==> src/sv/olt_pkg.sv <==
// Shared types, constants and helpers for the ordered list table.
package olt_pkg;

  localparam int DEPTH   = 16;
  localparam int DATA_W  = 32;
  localparam int IDX_W   = (DEPTH > 1) ? $clog2(DEPTH) : 1;
  localparam int CNT_W   = $clog2(DEPTH + 1);
  localparam int COUNT_W = 5;

  typedef enum logic [1:0] {
    ACT_INSERT_FIRST = 2'd0,
    ACT_DELETE_LAST  = 2'd1,
    ACT_DELETE_AFTER = 2'd2,
    ACT_SEARCH       = 2'd3
  } olt_action_e;

  typedef enum logic [1:0] {
    STAT_OK   = 2'd0,
    STAT_MISS = 2'd1,
    STAT_FULL = 2'd2
  } olt_status_e;

  typedef enum logic [1:0] {
    ST_IDLE,
    ST_SCAN,
    ST_SHIFT
  } olt_state_e;

  typedef struct packed {
    logic              we;
    logic [IDX_W-1:0]  waddr;
    logic [DATA_W-1:0] wdata;
    logic              re;
    logic [IDX_W-1:0]  raddr;
  } olt_mem_req_t;

  typedef struct packed {
    logic               vld;
    olt_status_e        status;
    logic [COUNT_W-1:0] count;
  } olt_res_t;

  // store slot of a list position; pos is below DEPTH
  function automatic logic [IDX_W-1:0] slot_of(logic [IDX_W-1:0] head,
                                              logic [CNT_W-1:0] pos);
    logic [IDX_W:0] sum;
    sum = {1'b0, head} + (IDX_W + 1)'(pos);
    if (sum >= (IDX_W + 1)'(DEPTH)) begin
      sum = sum - (IDX_W + 1)'(DEPTH);
    end
    return sum[IDX_W-1:0];
  endfunction

endpackage

==> src/sv/ordered_list_table_top.sv <==
// Ordered list table top level: handshakes, result register, store and sequencer.
// An ordered list of up to DEPTH (16) signed 32-bit values held in a circular
// store with one read and one write port. One request is in flight at a time;
// in_ready_o is low while a request runs or its result beat cannot be placed.
// Insert-first and delete-last finish in the accept cycle and the result beat
// shows on the next cycle. Search walks the list one entry per cycle through
// the store's read port and stops early on a hit. Delete-after walks to the
// first match at position p, drops the entry at p + 1 and moves every later
// entry down one slot, one per cycle through the same port. No clearing pass
// is needed after reset.
module ordered_list_table_top (
  input  logic                               clk_i,
  input  logic                               rst_ni,
  input  logic                               in_valid_i,
  output logic                               in_ready_o,
  input  logic [1:0]                         action_i,
  input  logic signed [olt_pkg::DATA_W-1:0]  value_i,
  output logic                               out_valid_o,
  input  logic                               out_ready_i,
  output logic [1:0]                         status_o,
  output logic [olt_pkg::COUNT_W-1:0]        entry_count_o
);

  logic                          idle;
  logic                          start;
  olt_pkg::olt_mem_req_t         mem_req;
  logic [olt_pkg::DATA_W-1:0]    rdata;
  olt_pkg::olt_res_t             res;

  logic                          out_vld_q, out_vld_d;
  olt_pkg::olt_status_e          status_q;
  logic [olt_pkg::COUNT_W-1:0]   count_q;

  assign in_ready_o = idle && (!out_vld_q || out_ready_i);
  assign start      = in_valid_i && in_ready_o;

  olt_ctrl u_ctrl (
    .clk_i    (clk_i),
    .rst_ni   (rst_ni),
    .start_i  (start),
    .action_i (olt_pkg::olt_action_e'(action_i)),
    .value_i  (value_i),
    .rdata_i  (rdata),
    .idle_o   (idle),
    .mem_o    (mem_req),
    .res_o    (res)
  );

  olt_store u_store (
    .clk_i   (clk_i),
    .req_i   (mem_req),
    .rdata_o (rdata)
  );

  always_comb begin
    out_vld_d = out_vld_q;
    if (out_vld_q && out_ready_i) begin
      out_vld_d = 1'b0;
    end
    if (res.vld) begin
      out_vld_d = 1'b1;
    end
  end

  always_ff @(posedge clk_i or negedge rst_ni) begin
    if (!rst_ni) begin
      out_vld_q <= 1'b0;
    end else begin
      out_vld_q <= out_vld_d;
    end
  end

  always_ff @(posedge clk_i) begin
    if (res.vld) begin
      status_q <= res.status;
      count_q  <= res.count;
    end
  end

  assign out_valid_o   = out_vld_q;
  assign status_o      = status_q;
  assign entry_count_o = count_q;

endmodule

==> src/sv/olt_store.sv <==
// Entry store: one write port, one read port with registered read data.
module olt_store (
  input  logic                              clk_i,
  input  olt_pkg::olt_mem_req_t             req_i,
  output logic [olt_pkg::DATA_W-1:0]        rdata_o
);

  logic [olt_pkg::DATA_W-1:0] mem_q [olt_pkg::DEPTH];
  logic [olt_pkg::DATA_W-1:0] rdata_q;

  always_ff @(posedge clk_i) begin
    if (req_i.we) begin
      mem_q[req_i.waddr] <= req_i.wdata;
    end
    if (req_i.re) begin
      rdata_q <= mem_q[req_i.raddr];
    end
  end

  assign rdata_o = rdata_q;

endmodule

==> src/sv/olt_ctrl.sv <==
// Sequencer: list pointers, scan compare and shift-down of later entries.
module olt_ctrl (
  input  logic                          clk_i,
  input  logic                          rst_ni,
  input  logic                          start_i,
  input  olt_pkg::olt_action_e          action_i,
  input  logic [olt_pkg::DATA_W-1:0]    value_i,
  input  logic [olt_pkg::DATA_W-1:0]    rdata_i,
  output logic                          idle_o,
  output olt_pkg::olt_mem_req_t         mem_o,
  output olt_pkg::olt_res_t             res_o
);

  olt_pkg::olt_state_e         state_q, state_d;
  logic [olt_pkg::IDX_W-1:0]   head_q, head_d;
  logic [olt_pkg::CNT_W-1:0]   occ_q, occ_d;
  olt_pkg::olt_action_e        act_q, act_d;
  logic [olt_pkg::DATA_W-1:0]  val_q, val_d;
  logic [olt_pkg::CNT_W-1:0]   rd_pos_q, rd_pos_d;
  logic                        cmp_vld_q, cmp_vld_d;
  logic [olt_pkg::CNT_W-1:0]   cmp_pos_q, cmp_pos_d;

  logic [olt_pkg::CNT_W-1:0]   lim;
  logic [olt_pkg::IDX_W-1:0]   head_dec;
  logic                        issue, hit, scan_go, walk_end;

  assign head_dec = (head_q == '0) ? olt_pkg::IDX_W'(olt_pkg::DEPTH - 1)
                                   : head_q - 1'b1;

  always_comb begin
    case (state_q)
      olt_pkg::ST_SCAN: lim = (act_q == olt_pkg::ACT_SEARCH) ? occ_q : occ_q - 1'b1;
      default:          lim = occ_q;
    endcase
  end

  assign issue    = (state_q != olt_pkg::ST_IDLE) && (rd_pos_q < lim);
  assign hit      = cmp_vld_q && (rdata_i == val_q);
  assign walk_end = !cmp_vld_q && !issue;
  assign scan_go  = start_i &&
                    (((action_i == olt_pkg::ACT_SEARCH) && (occ_q != '0)) ||
                     ((action_i == olt_pkg::ACT_DELETE_AFTER) &&
                      (occ_q >= olt_pkg::CNT_W'(2))));

  // next state
  always_comb begin
    state_d = state_q;
    case (state_q)
      olt_pkg::ST_IDLE: begin
        if (scan_go) begin
          state_d = olt_pkg::ST_SCAN;
        end
      end
      olt_pkg::ST_SCAN: begin
        if (hit) begin
          state_d = (act_q == olt_pkg::ACT_SEARCH) ? olt_pkg::ST_IDLE
                                                   : olt_pkg::ST_SHIFT;
        end else if (walk_end) begin
          state_d = olt_pkg::ST_IDLE;
        end
      end
      olt_pkg::ST_SHIFT: begin
        if (walk_end) begin
          state_d = olt_pkg::ST_IDLE;
        end
      end
      default: state_d = olt_pkg::ST_IDLE;
    endcase
  end

  // datapath and outputs
  always_comb begin
    head_d     = head_q;
    occ_d      = occ_q;
    act_d      = act_q;
    val_d      = val_q;
    rd_pos_d   = rd_pos_q;
    cmp_vld_d  = 1'b0;
    cmp_pos_d  = cmp_pos_q;
    mem_o      = '0;
    res_o      = '0;
    res_o.status = olt_pkg::STAT_OK;
    res_o.count  = olt_pkg::COUNT_W'(occ_q);
    case (state_q)
      olt_pkg::ST_IDLE: begin
        if (start_i) begin
          act_d    = action_i;
          val_d    = value_i;
          rd_pos_d = '0;
          case (action_i)
            olt_pkg::ACT_INSERT_FIRST: begin
              res_o.vld = 1'b1;
              if (occ_q == olt_pkg::CNT_W'(olt_pkg::DEPTH)) begin
                res_o.status = olt_pkg::STAT_FULL;
              end else begin
                head_d      = head_dec;
                occ_d       = occ_q + 1'b1;
                mem_o.we    = 1'b1;
                mem_o.waddr = head_dec;
                mem_o.wdata = value_i;
                res_o.count = olt_pkg::COUNT_W'(occ_q + 1'b1);
              end
            end
            olt_pkg::ACT_DELETE_LAST: begin
              res_o.vld = 1'b1;
              if (occ_q == '0) begin
                res_o.status = olt_pkg::STAT_MISS;
              end else begin
                occ_d       = occ_q - 1'b1;
                res_o.count = olt_pkg::COUNT_W'(occ_q - 1'b1);
              end
            end
            default: begin
              if (!scan_go) begin
                res_o.vld    = 1'b1;
                res_o.status = olt_pkg::STAT_MISS;
              end
            end
          endcase
        end
      end
      olt_pkg::ST_SCAN: begin
        mem_o.re    = issue;
        mem_o.raddr = olt_pkg::slot_of(head_q, rd_pos_q);
        cmp_vld_d   = issue;
        cmp_pos_d   = rd_pos_q;
        if (issue) begin
          rd_pos_d = rd_pos_q + 1'b1;
        end
        if (hit) begin
          if (act_q == olt_pkg::ACT_SEARCH) begin
            res_o.vld = 1'b1;
          end else begin
            // drop position p+1: pull p+2 .. tail down by one
            rd_pos_d  = cmp_pos_q + olt_pkg::CNT_W'(2);
            cmp_vld_d = 1'b0;
          end
        end else if (walk_end) begin
          res_o.vld    = 1'b1;
          res_o.status = olt_pkg::STAT_MISS;
        end
      end
      olt_pkg::ST_SHIFT: begin
        mem_o.re    = issue;
        mem_o.raddr = olt_pkg::slot_of(head_q, rd_pos_q);
        cmp_vld_d   = issue;
        cmp_pos_d   = rd_pos_q;
        if (issue) begin
          rd_pos_d = rd_pos_q + 1'b1;
        end
        if (cmp_vld_q) begin
          mem_o.we    = 1'b1;
          mem_o.waddr = olt_pkg::slot_of(head_q, cmp_pos_q - 1'b1);
          mem_o.wdata = rdata_i;
        end
        if (walk_end) begin
          occ_d       = occ_q - 1'b1;
          res_o.vld   = 1'b1;
          res_o.count = olt_pkg::COUNT_W'(occ_q - 1'b1);
        end
      end
      default: begin
      end
    endcase
  end

  assign idle_o = (state_q == olt_pkg::ST_IDLE);

  always_ff @(posedge clk_i or negedge rst_ni) begin
    if (!rst_ni) begin
      state_q   <= olt_pkg::ST_IDLE;
      head_q    <= '0;
      occ_q     <= '0;
      cmp_vld_q <= 1'b0;
    end else begin
      state_q   <= state_d;
      head_q    <= head_d;
      occ_q     <= occ_d;
      cmp_vld_q <= cmp_vld_d;
    end
  end

  always_ff @(posedge clk_i) begin
    act_q     <= act_d;
    val_q     <= val_d;
    rd_pos_q  <= rd_pos_d;
    cmp_pos_q <= cmp_pos_d;
  end

endmodule

==> config.mk <==
export PLATFORM = sky130hd
export DESIGN_NAME = ordered_list_table_top
export DESIGN_NICKNAME = d
export VERILOG_FILES = /design/src/sv/olt_pkg.sv /design/src/sv/ordered_list_table_top.sv /design/src/sv/olt_store.sv /design/src/sv/olt_ctrl.sv
export SDC_FILE = /design/constraint.sdc
export NUM_CORES = 1
export LEC_CHECK = 0
export ABC_AREA = 1
export BUFFER_PORTS_ARGS = -buffer_cell sky130_fd_sc_hd__buf_2
export CAP_MARGIN = 10
export CORE_MARGIN = 2
export CORE_UTILIZATION = 25
export CTS_BUF_LIST = sky130_fd_sc_hd__clkbuf_8
export DETAILED_ROUTE_END_ITERATION = 8
export GPL_TIMING_DRIVEN = 1
export REMOVE_ABC_BUFFERS = 1
export SLEW_MARGIN = 20
export SYNTH_ARGS = -nofsm -noshare
export SYNTH_HDL_FRONTEND = slang
export SYNTH_HIERARCHICAL = 1
export SYNTH_SLANG_ARGS = --single-unit
==> constraint.sdc <==
create_clock -name clk_i -period 5.31 [get_ports clk_i]
set_clock_uncertainty 0.15 [all_clocks]
set_input_delay 1.062 -clock clk_i [delete_from_list [all_inputs] [get_ports clk_i]]
set_output_delay 1.062 -clock clk_i [all_outputs]
set_load 0.02 [all_outputs]
After elaboration in Yosys (flattened, before gate mapping)
Memory sizes are Yosys's and may differ from the RTL's. A register that Yosys moved wholly into a read port is not among the register bits.
Cells that the tools add are included.
{"block": "word_totals", "latchBits": 0, "romBits": 0, "wordCells": 112, "out_inout_bits": 9, "in_bits": 38, "regBits": 64, "ram_bits": 512, "n_memories": 1}
{"name": "u_store.mem_q", "depth": 16, "width": 32, "rd": 1, "rd_clocked_by_memory_dff": 1, "wr": 1, "line_no": "olt_store.sv:8", "rtl": "logic [olt_pkg::DATA_W-1:0] mem_q [olt_pkg::DEPTH];"}
{"block": "classes", "mux": 47, "n_lt_le_gt_ge": 4, "multipliers": 0, "div": 0, "add_sub_neg": 10, "bitwise": 1, "eq_ne": 10, "n_reduce_logical": 28, "shift": 0}
{"op": "$mux W37", "n": 4}
{"op": "$pmux W37 S2", "n": 1}
{"op": "$mux W5", "n": 11}
{"op": "$eq A32 B32 Y1", "n": 1}
{"op": "$pmux W5 S2", "n": 3}
{"op": "$pmux W5 S3", "n": 1}
{"op": "$mux W2", "n": 6}
{"op": "$mux W4", "n": 3}
{"op": "$sub A4 B1 Y4 const B", "n": 3}
{"op": "$add A4 B5 Y5", "n": 2}
{"op": "$add A5 B1 Y5 const B", "n": 2}
{"op": "$ge A5 B5 Y1 const B", "n": 2}
{"op": "$mux W1", "n": 10}
{"op": "$sub A5 B1 Y5 const B", "n": 2}
{"op": "$logic_and A1 B1 Y1", "n": 9}
{"op": "$eq A2 B2 Y1 const B", "n": 4}
{"op": "$mux W8", "n": 1}
{"op": "$mux W3", "n": 2}
{"op": "$pmux W2 S3", "n": 1}
{"op": "$pmux W3 S2", "n": 1}
{"op": "$reduce_and A2 Y1", "n": 3}
{"op": "$reduce_bool A2 Y1", "n": 3}
{"op": "$add A5 B2 Y5 const B", "n": 1}
{"op": "$eq A5 B5 Y1 const B", "n": 1}
{"op": "17 further kinds", "n": 23}

Logic depth before layout (Yosys ltp)
{"block": "logic_depth", "word_depth": 11, "mapped_depth": 20, "depth_no_buf": 20}

Cells and area by module
The synthesis kept the hierarchy.
{"module": "olt_store", "seq_area_each_um2": 16335.7, "instances": 1, "area_per_inst_um2": 23050.9, "cells_per_inst": 2120}
{"module": "olt_ctrl", "seq_area_each_um2": 1621.6, "instances": 1, "area_per_inst_um2": 4534.3, "cells_per_inst": 630}
{"module": "ordered_list_table_top", "seq_area_each_um2": 235.2, "instances": 1, "area_per_inst_um2": 272.8, "cells_per_inst": 16}

Least setup slack after synthesis
No wires, ideal clock.
{"block": "synth_path", "path_kind": "input to register", "start": "input out_ready_i", "end": "memory u_store/mem_q[12][0] (netlist bit), enable pin", "slack_ns": 1.215, "arrival_time_ns": 3.523, "required_time_ns": 4.739, "path_stages": 11, "path_cell_list": "inv_1 nand2_2 nand2_2 nor2_2 nand2_1 nor2_2 buf_4 nand2_1 o21ai_0 nand3_1 nor2_1"}
{"item": "start: declaration", "line_no": "ordered_list_table_top.sv:19", "rtl": "input logic out_ready_i,"}
{"item": "end: declaration", "line_no": "olt_store.sv:8"}

==> out/results.tsv <==
stage	metric	value	unit
status	status	finished, final reports clean	
route	ant_nets	0	
cts	clock-sinks	608	
route	avgViaCountPerCell	4.344	
cts	cts_tree	yes	
floorplanning	ios	47	
grt	grt_pass1_vias	18383	
pwr	p_int	9.623	mW
grt	grt.busiest_layer	met2	
grt	grt.overflow.total	0	
worst_setup_path	worstSetupStartpointType	register	
grt	grt_max_degree	160	
grt	antenna_found_initial	9	
timing	period_needed	3.985	ns
floorplanning	initial_core_util	25.17	%
placement	io_buffers	46	
yosys	synth_top_area_cell	edfxtp_1	
worst_setup_path	worstPathRequired	5.54	ns
pwr	leakage	13.30	nW
route	dr.pass1.iters	8	
route	via_count	19196	
cells_and_area	drive_above_1_share	9.625	%
cts	clk_pin_slew	0.06	ns
yosys	syn-cell-area	27860	um2
timing	slew_headroom	32.70	%
worst_setup_path	r2r-end	u_store/mem_q[15][18]$_DFFE_PP_	
placement	gp_congestion	0.8360	
timing	tightest_slew	1.010	ns
cts	cts_hold_buf	0	
yosys	synth-compound-area-share	1.963	%
timing	tns	0	ns
pwr	p_per_area	528.8	nW/um2
grt	grt_util_all_layers	13.04	%
yosys	yosys_warnings	6	
route	drt-wirelength-per-cell	16.89	um
pwr	pwr-share-comb	41.7	%
yosys	synthAdderAreaFrac	1.177	%
floorplanning	die_w	337.8	um
cts	clockRootBuffer	clkbuf_8	
yosys	synthTopCellsByArea	edfxtp_1, nand2_1, nand3_1	
cells_and_area	mostFrequentLayoutCell	nand2_1	
cts	clk_path_buf_depth	3	
yosys	synth_top_family_by_area	simple AND/OR/NAND/NOR gates	
placement	post-dp-hpwl	44700	um
floorplanning	die_h	337.8	um
worst_setup_path	critPathMaxFanout	18	
timing	fmax	251.0	MHz
cts	numCtsBuffers	99	
worst_setup_path	worst_r2r_startpoint	u_ctrl/state_q[1]$_DFFE_PN0P_	
pwr	power_frac_seq	36.2	%
pwr	clock_power_share	22.1	%
worst_setup_path	arrival	4.21	ns
grt	grt_use_met2	20.82	%
yosys	yosysTopAreaCellShare	64.14	%
timing	rsz0062_at_grt	no	
worst_setup_path	r2r_setup_slack	1.33	ns
worst_setup_path	cp-end-kind	register	
yosys	ys_seq_area_share	65.30	%
floorplanning	num_rows	122	
timing	fin_crit_sh	75.04	%
floorplanning	dieArea	114100	um2
worst_setup_path	crit_start	u_ctrl/state_q[1]$_DFFE_PN0P_	
pwr	switchingPower	7.146	mW
yosys	synthMuxAreaShare	0	%
cells_and_area	mostFrequentLayoutCells	nand2_1, edfxtp_1, inv_1, nand3_1, clkbuf_8	
cells_and_area	syn_to_final_growth	13.83	%
yosys	syn-mean-instance-area	10.07	um2
yosys	ys_async_sr_fraction	2.138	%
yosys	syn_inst	2766	
cts	cts_htree_levels	3	
worst_setup_path	worst-setup-path-type	reg -> reg	
floorplanning	core	110700	um2
pwr	power	16.77	mW
worst_setup_path	crit_end	u_store/mem_q[15][18]$_DFFE_PP_	
route	routed_wl	74620	um
grt	met3_usage	2.546	%
yosys	ys.flop_type	edfxtp_1	
timing	finalHoldViolCount	0	
yosys	synthSimpleGateAreaFrac	21.29	%
grt	grt_pass1_wl	112400	um
min_path	hp-class	in -> async	
yosys	synth_seq_cells	608	
timing	whs	0.1249	ns
timing	maxSlewViolCount	0	
yosys	synth_cell_types	43	
timing	finalSetupViolCount	0	
cells_and_area	fin_nets	2924	
route	drc	0	
pwr	vdd_drop_max	0.4067	mV
pwr	power_switching_share	42.62	%
cts	postCtsResizedCells	0	
cts	post_cts_buffers	0	
yosys	synth_edf_count	595	
flow_run	drv_cap	0	
yosys	synth-xor-area-share	0.8489	%
route	drtIter0Drc	1714	
cts	clkLatencyLatePin	0.73	ns
grt	use_met1	17.77	%
worst_setup_path	ff2ff_path_depth	12	
[final cells by class]
type	instances	area, um2
multi-input cells	1549	7191
clock buffers	102	1404
diodes	1	2.502
inverters	492	1867
well taps	1488	1862
repair buffers	111	843.3
flip-flops and latches	608	18190
fillers	11439	78960
clock inverters	68	349.1
[flip-flops by register name, indices dropped and copies added, names as in the netlist, 4 cells and up]
| register | count |
|---|---|
| entry_count_o | 5 |
| u_ctrl/cmp_pos_q | 5 |
| u_ctrl/head_q | 4 |
| u_ctrl/occ_q | 5 |
| u_ctrl/rd_pos_q | 5 |
| u_ctrl/val_q | 32 |
| u_store/mem_q | 512 |
| u_store/rdata_o | 32 |
[how the worst min path moves through the flow]
stage | from | end | cells past startpoint
6_report | rst_ni | u_ctrl/state_q[1]$_DFFE_PN0P_ | 1
3_3_place_gp | out_valid_o$_DFFE_PN0P_ | out_valid_o$_DFFE_PN0P_ | 2
4_1_cts | rst_ni | u_ctrl/state_q[1]$_DFFE_PN0P_ | 1
2_1_floorplan | u_ctrl/rd_pos_q[4]$_DFFE_PP_ | u_ctrl/cmp_pos_q[4]$_DFFE_PP_ | 0
3_5_place_dp | out_valid_o$_DFFE_PN0P_ | out_valid_o$_DFFE_PN0P_ | 2
5_1_grt | rst_ni | u_ctrl/state_q[1]$_DFFE_PN0P_ | 1
[metrics by stage]
| step | cells | setup WS (ns) | utilization [%] | instance area (um2) |
|---|---|---|---|---|
| floorplan | 2649 | -2.722 | - | 27080 |
| global placement | 4248 | 1.038 | 27.07 | 29960 |
| detailed placement | 4248 | 1.005 | 27.07 | 29960 |
| CTS | 4418 | 1.222 | 28.65 | 31710 |
| global route | 4419 | 1.006 | 28.65 | 31710 |
| finish | 4419 | 1.325 | 28.65 | 31710 |
[worst max-delay path, cell delays in order (launching register included)]
cell and delay [ns]:
dfrtp_1 0.45, inv_1 0.12, ha_1 0.35, nand2_2 0.10, nor2_2 0.15, nand2_1 0.21
nor2_4 0.42, inv_1 0.10, or2_2 0.30, nand2_1 0.11, nand2_1 0.25, nor2_4 0.63
buf_12 0.28
[routing by layer]
layer	wire (um)	share of wire, %
met5	53	0.071
met4	2113	2.8
met1	32900	44
met2	33850	45
met3	5699	7.6
[power by group through the flow]
stage,combinational (mW),sequential [mW],clock (mW)
finish,6.99,6.07,3.71
global placement,6.92,6.15,0
CTS,7.02,6.06,3.82
detailed placement,6.98,6.16,0
global route,7.74,6.10,4.01
floorplan,4.75,6.11,0
[Yosys cell counts (3+ instances only)]
cell         n
a21oi_1     17
a31oi_1      5
a32o_1       7
and2_1       9
buf_1       14
buf_2       44
buf_4        8
buf_6       31
clkbuf_1    19
dfrtp_1     13
edfxtp_1   595
ha_1        23
inv_1      487
inv_2        4
nand2_1    868
nand2_2      6
nand2_4      3
nand3_1    423
nand4_1      6
nor2_1      71
nor2_2       3
nor3_1       3
o2111ai_1    4
o21ai_0     44
o21ai_1      7
or2_0        3
or2_2        4
xnor2_1     18
xor2_1       9
[cell families (layout without fill, tap and decap cells)]
family	count (synthesis)	count (layout)
compound gates	93	93
xor+xnor	27	27
fa+ha+maj	25	25
buf+inv	609	773
flops	608	608
simple gates	1404	1404
other cells	0	1
No activity file was read; power rests on OpenSTA's default activity.
